<file path="src/sv/agc_pkg.sv">
// ----------------------------------------------------------------------------
// agc_pkg
// Shared types, constants and helpers for the adjacency matrix graph checker.
// ----------------------------------------------------------------------------
`timescale 1ns / 1ps
`default_nettype none

package agc_pkg;

  localparam int NumVert = 16;
  localparam int VertW   = $clog2(NumVert);
  localparam int CntW    = $clog2(NumVert + 1);
  localparam int ReqW    = 2;

  typedef enum logic [ReqW-1:0] {
    REQ_QUERY  = 2'd0,
    REQ_INSERT = 2'd1,
    REQ_REMOVE = 2'd2
  } req_e;

  typedef logic [NumVert-1:0] row_t;
  typedef row_t [NumVert-1:0] mat_t;

  typedef struct packed {
    logic [ReqW-1:0]  req_type;
    logic [VertW-1:0] vertex_a;
    logic [VertW-1:0] vertex_b;
  } req_t;

  typedef struct packed {
    logic             edge_present;
    logic [NumVert-1:0] neighbor_mask;
    logic [CntW-1:0]  neighbor_count;
    logic             is_complete;
    logic             is_regular;
    logic             bad_vertex;
  } res_t;

  typedef struct packed {
    logic             bad;
    logic [CntW-1:0]  used;
    row_t             used_mask;
  } ctl_t;

  // 16-bit population count as a two-level adder tree
  function automatic logic [CntW-1:0] popcnt(input row_t x);
    logic [2:0]      nib [4];
    logic [CntW-1:0] sum;
    for (int k = 0; k < 4; k++) begin
      nib[k] = 3'(x[4*k]) + 3'(x[4*k+1]) + 3'(x[4*k+2]) + 3'(x[4*k+3]);
    end
    sum = CntW'(nib[0]) + CntW'(nib[1]) + CntW'(nib[2]) + CntW'(nib[3]);
    return sum;
  endfunction

endpackage

`default_nettype wire

</file>
<file path="src/sv/agc_matrix.sv">
// ----------------------------------------------------------------------------
// agc_matrix
// Adjacency matrix store: range check, mirrored insert/remove, row registers.
// ----------------------------------------------------------------------------
`timescale 1ns / 1ps
`default_nettype none

module agc_matrix (
  input  wire logic              clk_i,
  input  wire logic              rst_ni,
  input  wire logic              apply_i,
  input  wire logic [4:0]        vcount_i,
  input  wire agc_pkg::req_t     req_i,
  output agc_pkg::mat_t          rows_o,
  output agc_pkg::ctl_t          ctl_o
);

  agc_pkg::mat_t              rows_q, rows_d;
  logic [agc_pkg::CntW-1:0]   used;
  agc_pkg::row_t              umask;
  logic                       bad;

  always_comb begin
    used = (vcount_i > agc_pkg::CntW'(agc_pkg::NumVert)) ?
           agc_pkg::CntW'(agc_pkg::NumVert) : vcount_i;
    for (int j = 0; j < agc_pkg::NumVert; j++) begin
      umask[j] = agc_pkg::CntW'(j) < used;
    end
    bad = ({1'b0, req_i.vertex_a} >= used) || ({1'b0, req_i.vertex_b} >= used);
  end

  always_comb begin
    rows_d = rows_q;
    for (int i = 0; i < agc_pkg::NumVert; i++) begin
      if (!bad) begin
        case (agc_pkg::req_e'(req_i.req_type))
          agc_pkg::REQ_INSERT: begin
            if (req_i.vertex_a == agc_pkg::VertW'(i)) rows_d[i][req_i.vertex_b] = 1'b1;
            if (req_i.vertex_b == agc_pkg::VertW'(i)) rows_d[i][req_i.vertex_a] = 1'b1;
          end
          agc_pkg::REQ_REMOVE: begin
            if (req_i.vertex_a == agc_pkg::VertW'(i)) rows_d[i][req_i.vertex_b] = 1'b0;
            if (req_i.vertex_b == agc_pkg::VertW'(i)) rows_d[i][req_i.vertex_a] = 1'b0;
          end
          default: ;
        endcase
      end
    end
  end

  always_ff @(posedge clk_i or negedge rst_ni) begin
    if (!rst_ni) begin
      rows_q <= '0;
    end else if (apply_i) begin
      rows_q <= rows_d;
    end
  end

  assign rows_o          = rows_d;
  assign ctl_o.bad       = bad;
  assign ctl_o.used      = used;
  assign ctl_o.used_mask = umask;

endmodule

`default_nettype wire

</file>
<file path="config.mk">
export PLATFORM = sky130hd
export DESIGN_NAME = agc_matrix
export DESIGN_NICKNAME = d
export VERILOG_FILES = /design/src/sv/agc_pkg.sv /design/src/sv/agc_matrix.sv
export SDC_FILE = /design/constraint.sdc
export NUM_CORES = 1
export LEC_CHECK = 0
export BUFFER_PORTS_ARGS = -buffer_cell sky130_fd_sc_hd__buf_2
export CAP_MARGIN = 40
export CORE_MARGIN = 5
export CORE_UTILIZATION = 57
export CTS_CLUSTER_SIZE = 16
export DETAILED_ROUTE_END_ITERATION = 8
export PLACE_DENSITY = 0.76
export SLEW_MARGIN = 20
export SYNTH_ARGS = -nofsm -noshare
export SYNTH_HDL_FRONTEND = slang
export SYNTH_SLANG_ARGS = --single-unit
</file>
<file path="constraint.sdc">
create_clock -name clk_i -period 8.14 [get_ports clk_i]
set_input_delay 0.407 -clock clk_i [delete_from_list [all_inputs] [get_ports clk_i]]
set_output_delay 0.407 -clock clk_i [all_outputs]
set_load 0.05 [all_outputs]
</file>
Yosys cells after proc, flatten, opt, wreduce, memory -nomap -nowiden
Cells that the tools add are included.

storage, ports and cells
  bits in registers = 256
  input port bits = 18
  output and inout bits = 278
  word-level logic and storage cells = 307

cells by class
  $lt $le $gt $ge = 23
  equality and inequality tests = 32
  mux-type cells = 165
  bitwise logic cells = 66
  reduce and logical (&&, ||, !) cells = 5

operators by type and width
  kind                  count
  $mux W16              144
  $and A16 B16 Y16      32
  $or A16 B16 Y16       32
  $pmux W16 S2          16
  $eq A4 B4 Y1 const B  16
  $lt A4 B5 Y1 const A  8
  $eq A4 B3 Y1 const B  8
  $not A16 Y16          2
  $lt A3 B5 Y1 const A  4
  $eq A4 B2 Y1 const B  4
  $ge A4 B5 Y1          2
  $lt A1 B5 Y1 const A  2
  $lt A2 B5 Y1 const A  2
  $lt A4 B5 Y1 const B  2
  $demux W1 S4          2
  $eq A4 B1 Y1 const B  2
  $ge A4 B1 Y1 const B  2
  $logic_not A4 Y1      2
  $gt A5 B5 Y1 const B  1
  $mux W5               1
  $eq A2 B1 Y1 const B  1
  $eq A2 B2 Y1 const B  1
  $logic_and A1 B1 Y1   2
  $mux W1               2
  $logic_or A1 B1 Y1    1

Longest topological paths before layout
Gate-level depths: netlist (run 1).

  word-level depth = 13
  gate-level depth with buffers = 15
  mapped depth without buffers = 8

Worst setup path before layout (run 1)
Ideal clock, no wire load.

  path kind = input-to-output
  start = input port vcount_i[4]
  end = output port rows_o[211] (netlist bit)
  data arrival time = 4.078 ns
  required time = 7.733 ns
  slack = 3.655 ns
  stages on the path = 14
  buffers on the path = 6
  cell sequence = clkbuf_1 inv_2 clkbuf_1 clkbuf_1 clkbuf_1 nand2_1 ha_1 nor4_1 nor2_1 a22o_1 buf_2 buf_1 a211oi_1 a2bb2oi_1

RTL lines
  item             RTL line          source
  start, declared  agc_matrix.sv:12  input wire logic [4:0] vcount_i,
  end, declared    agc_matrix.sv:14  output agc_pkg::mat_t rows_o,

==> results of run 1 <==
## cells in the mapped netlist, drive strengths merged, types with 23 or more instances
| cell | number |
|---|---|
| o211ai | 23 |
| clkbuf | 129 |
| a22oi | 121 |
| o22ai | 196 |
| o21ai | 23 |
| buf | 161 |
| a211oi | 219 |
| inv | 209 |
| nand2 | 133 |
| o2bb2ai | 45 |
| dfrtp | 256 |
| a21oi | 40 |
| o221ai | 98 |
| a2bb2oi | 240 |
## logic make-up (layout without fill, tap and decap cells)
| logic type | after synthesis | after routing | share of synthesized area [%] |
|---|---|---|---|
| AO/OA/AOI/OAI | 1055 | 1055 | 45.2 |
| buffers and inverters | 499 | 621 | 11.7 |
| flip-flops | 256 | 256 | 33.9 |
| AND/OR/NAND/NOR | 231 | 231 | 8.51 |
| adder cells (fa/ha/maj) | 10 | 10 | 0.662 |
## layout make-up
class	count	area (µm²)
clock inverters	10	78.8
clock buffers	45	898
multi-input cells	1296	10300
well taps	442	553
fillers	2657	11300
inverters	209	792
flip-flops and latches	256	6410
repair buffers	357	2240
## final timing paths
path                             start     endpoint  cells past startpoint
min reg2reg                rows_q[122]  rows_q[122]                      1
min                             rst_ni  rows_q[122]                      2
max reg2reg                rows_q[170]  rows_q[170]                      1
min in group clk_i         rows_q[122]  rows_q[122]                      1
max in group asynchronous       rst_ni   rows_q[93]                      3
max                        vcount_i[4]   rows_o[94]                     13
## through the flow
step | hold slack, ps | total power, mW | area [µm²] | setup slack [ps] | cells
3_5_place_dp | 475 | 2.17 | 20200 | 3100 | 2552
3_3_place_gp | 472 | 2.13 | 19800 | 3040 | 2531
6_report | 376 | 3.53 | 21300 | 2960 | 2615
5_1_grt | 419 | 3.62 | 21300 | 2710 | 2615
4_1_cts | 7.35 | 3.49 | 21200 | 3090 | 2607
2_1_floorplan | 111 | 1.94 | 18900 | 3650 | 2051
## routing by layer
| metal | vias to the layer above | GRT usage, % |
|---|---|---|
| li1 | 8289 | - |
| met5 | - | 0 |
| met4 | 0 | 17.3 |
| met3 | 314 | 9.36 |
| met1 | 9479 | 52.4 |
| met2 | 1618 | 56.1 |
## report_power, final
| part | leakage (nW) | internal (mW) | switching [mW] | total, mW |
|---|---|---|---|---|
| combinational | 4.23 | 0.194 | 0.647 | 0.841 |
| clock | 0.490 | 0.788 | 0.567 | 1.36 |
| sequential | 3.57 | 1.31 | 0.0252 | 1.34 |
| total | 8.29 | 2.29 | 1.24 | 3.53 |
==> results.ini, run 1 <==
[outcome]
status = finished with violations
violations = DRC

[timing]
final_max_slew_viol_count = 0
rsz0062_at_grt = false
finalSetupViolations = 0
relSlewSlack_pct = 37.1
finClkSkew_ps = 0
final.setup.tns_ps = 0
max_freq_mhz = 193
fin_crit_sh_pct = 63.6
tightestPinTransition_ps = 943
finalHoldViolCount = 0
fin_crit_ps = 5180

[clock_tree]
clk_path_buf_depth = 3
post-cts-setup-buffers = 0
cts_resized = 0
cts_tree = done
cts_root_buf = clkbuf_16
ctsHtreeMaxLevel = 1
clock_sinks = 256
holdBufCountCts = 0
clk_pin_slew_ps = 60
worstSkewPairLatency_ps = 560
numCtsBuffers = 30

[logic_synthesis]
syn_inst = 2051
synth-edff-count = 0
synth_area_leader_cell = dfrtp_1
ys_seq_elements = 256
synth_top_area_share_pct = 33.9
postSynthAreaPerCell_um2 = 9.21
synth_area_leaders = dfrtp_1, a2bb2oi_1, a211oi_1
synthDistinctLibCells = 55
syn-cell-area_mm2 = 0.0189
yosysWarnings = 0
ys.flop_type = dfrtp_1
syn-num-nets = 2079
yosysSeqAreaShare_pct = 33.9
synthArstFlopShare_pct = 100

[pwr]
p_per_area_mw_per_mm2 = 166
p_leak_nw = 8.29
vdd_drop_max_uv = 152

[route]
avgViaCountPerCell = 7.53
top_layer = met4
dr_wl_met2_um = 31800
wirelength_um = 73300
first_iter_violations = 3358
wl_per_cell_um = 28.0
drc = 1
firstDrtPassIters = 8
vias = 19700
wl_met1_um = 28000
final_antenna_net_count = 0
wl_met3_um = 9420

[placement]
portBuffers = 295
dp_hpwl_um = 46900
gp_congestion = 0.914

[final_layout]
diodes = 0
top_register = rows_q
drive_gt1_share_pct = 24.8
layout.nets = 2178
mostFrequentLayoutCell = buf_2
largest_reg_flops = 256
finish.utilization_pct = 65.3
area_delta_synth_final_pct = 12.7
layout_common_cells = buf_2, dfrtp_1, a2bb2oi_1, inv_1, o22ai_1
largest_registers = rows_q: 256 flops

[setup_path]
end_kind = primary output
critPathKind = in2out
cp-start-kind = primary input
critPathMostFrequentCell = buf_2
crit_fanout = 114
cp.buffers_inverters = 6
crit_family = buffers and inverters
crit_slowest_cell = a211oi_4
critical_path.cell_chain = buf_2, inv_8, nand2_1, ha_1, nor4_1, nor2_1, a22o_4, buf_16, a211oi_4, buf_6, buf_4, a2bb2oi_1, buf_2
rrSetupSlack_ps = 7410
worstPathRequired_ps = 7730
worst_ep_arrival_time_ps = 4770
cp_slowest_stage_delay_ps = 650

[floorplanning]
core_area_mm2 = 0.0326
die_w_um = 192
die_area_mm2 = 0.0369
fp.dieH_um = 192
start_util_pct = 57.9
io_pins = 296
num_rows = 66

[global_route]
grt_max_degree = 140
gr-total-overflow = 0
grtUsageTotal_pct = 37.9
antenna_found_initial = 0
grt_pass1_wl_um = 110000
first_global_vias = 18900

[job]
max_cap_violations = 0

[worst_hold_path]
hold_class = in2async

Note: power is estimated with default switching activity, not from simulation.
==> run 2: changes to the inputs <==
==> constraint.sdc (replaced) <==
create_clock -name clk_i -period 5.4 [get_ports clk_i]
set_input_delay 0.27 -clock clk_i [delete_from_list [all_inputs] [get_ports clk_i]]
set_output_delay 0.27 -clock clk_i [all_outputs]
set_load 0.05 [all_outputs]
==> results.ini, run 2 (same netlist as run 1, synthesis figures left out) <==
[worst_hold_path]
holdPathEnd = rows_q[89]
hold_depth = 4
worstHoldStart = req_i[9]
hold_class = in2reg

[clock_tree]
cts_root_buf = clkbuf_16
clk_pin_slew_ps = 60  ; about the same
clk_path_buf_depth = 3  ; unchanged
cts_resized = 0  ; unchanged
numCtsBuffers = 29  ; -3.3%
worstSkewPairLatency_ps = 560  ; about the same
holdBufCountCts = 1  ; +1
ctsHtreeMaxLevel = 1  ; unchanged
post-cts-setup-buffers = 0  ; unchanged
cts_tree = done
clock_sinks = 256  ; unchanged

[placement]
gp_congestion = 0.872  ; -4.6%
portBuffers = 295  ; unchanged
place_inst = 2546  ; -0.24%
place_ws_ps = 1510  ; -1590 ps
dp_hpwl_um = 45300  ; -3.3%
placed_cell_area_mm2 = 0.0201  ; -0.18%

[floorplanning]
core_area_mm2 = 0.0326  ; unchanged
die_area_mm2 = 0.0369  ; unchanged
start_util_pct = 57.9  ; unchanged
io_pins = 296  ; unchanged
num_rows = 66  ; unchanged
fp.dieH_um = 192  ; unchanged
die_w_um = 192  ; unchanged

[timing]
finalSetupViolations = 0  ; unchanged
final.setup.tns_ps = 0  ; unchanged
relSlewSlack_pct = 30.8  ; -6.3 points
final_max_slew_viol_count = 0  ; unchanged
fin_crit_sh_pct = 75.8
rsz0062_at_grt = false
hold_slack_ps = 321  ; -54.9 ps
finClkSkew_ps = 0  ; unchanged
tightestPinTransition_ps = 1040  ; +94.8 ps
max_freq_mhz = 244
fin_crit_ps = 4090
timing.final.ws_setup_ps = 1310  ; -1650 ps
finalHoldViolCount = 0  ; unchanged

[final_layout]
finish.utilization_pct = 64.9  ; -0.33 points
top_register = rows_q
diodes = 0  ; unchanged
area_delta_synth_final_pct = 12.1
final_cell_area_mm2 = 0.0212  ; -0.50%
layout.nets = 2171  ; -0.32%
drive_gt1_share_pct = 24.4  ; -0.36 points
fillCellCount = 2645  ; -0.45%
layout_common_cells = buf_2, dfrtp_1, a2bb2oi_1, inv_1, o22ai_1
largest_registers = rows_q: 256 flops
mostFrequentLayoutCell = buf_2
final_cells = 2602  ; -0.50%
largest_reg_flops = 256  ; unchanged

[setup_path]
worstPathRequired_ps = 5130  ; -2600 ps
cp.buffers_inverters = 5  ; -1
reg2reg_to = rows_q[51]
cp_slowest_stage_delay_ps = 450  ; -200 ps
worst_ep_arrival_time_ps = 3820  ; -950 ps
end_kind = primary output
rrSetupSlack_ps = 4690  ; -2720 ps
cp-start-kind = primary input
crit_slowest_cell = a22o_4
critPathMostFrequentCell = buf_2
crit_family = buffers and inverters
critPathKind = in2out
timing.rr.start = rows_q[51]
reg2reg_depth = 1  ; unchanged
critical_path.cell_chain = buf_2, buf_16, inv_8, nand2_1, ha_1, nor4_1, nor2_1, a22o_4, buf_4, a211oi_1, a2bb2oi_1, buf_2
crit_fanout = 40  ; -65%

[global_route]
antenna_found_initial = 0  ; unchanged
grt_max_degree = 133  ; -5.0%
first_global_vias = 18900  ; -0.31%
grtUsageTotal_pct = 37.5  ; -0.39 points
grt_pass1_wl_um = 110000  ; -0.63%
gr-total-overflow = 0  ; unchanged

[pwr]
p_per_area_mw_per_mm2 = 247  ; +49%
vdd_drop_max_uv = 242  ; +59%
p_leak_nw = 8.22  ; -0.81%
p_total_mw = 5.22  ; +48%

[route]
final_antenna_net_count = 0  ; unchanged
vias = 19700  ; +0.15%
wl_per_cell_um = 28.0  ; -0.20%
first_iter_violations = 3051  ; -9.1%
firstDrtPassIters = 6  ; -2
avgViaCountPerCell = 7.58  ; +0.65%
wirelength_um = 72800  ; -0.69%
drc = 0  ; -1

[job]
max_cap_violations = 0  ; unchanged

[outcome]
status = finished, final reports clean

## run 2: metal layers
layer	part of all wire [%]	wire length [µm]	track usage, %
met1	38	28000	50.8
met2	43	31600	56.2
met3	12	8930	9.51
met4	5.8	4230	18.0
met5	0	0	0
## run 2: how the worst max path moves through the flow
stage	start	end	depth (start not counted)
3_3_place_gp	vcount_i[4]	rows_o[24]	10
3_5_place_dp	vcount_i[4]	rows_o[68]	12
2_1_floorplan	vcount_i[4]	rows_o[211]	14
5_1_grt	vcount_i[4]	rows_o[82]	12
6_report	vcount_i[4]	rows_o[82]	12
4_1_cts	vcount_i[4]	rows_o[68]	12
## run 2: where the power goes
| group | switching, mW | internal (mW) |
|---|---|---|
| clock network | 0.830 | 1.12 |
| registers | 0.0334 | 1.97 |
| logic | 0.976 | 0.295 |
## run 2: area by class of cell
| class | instances | area, µm² | area share, % |
|---|---|---|---|
| multi-input combinational | 1296 | 10300 | 48.7 |
| sequential | 256 | 6410 | 30.2 |
| timing repair buffer | 351 | 2210 | 10.4 |
| clock buffer | 41 | 841 | 3.97 |
| inverter | 209 | 792 | 3.74 |
| tap | 442 | 553 | 2.61 |
| clock inverter | 7 | 62.6 | 0.295 |
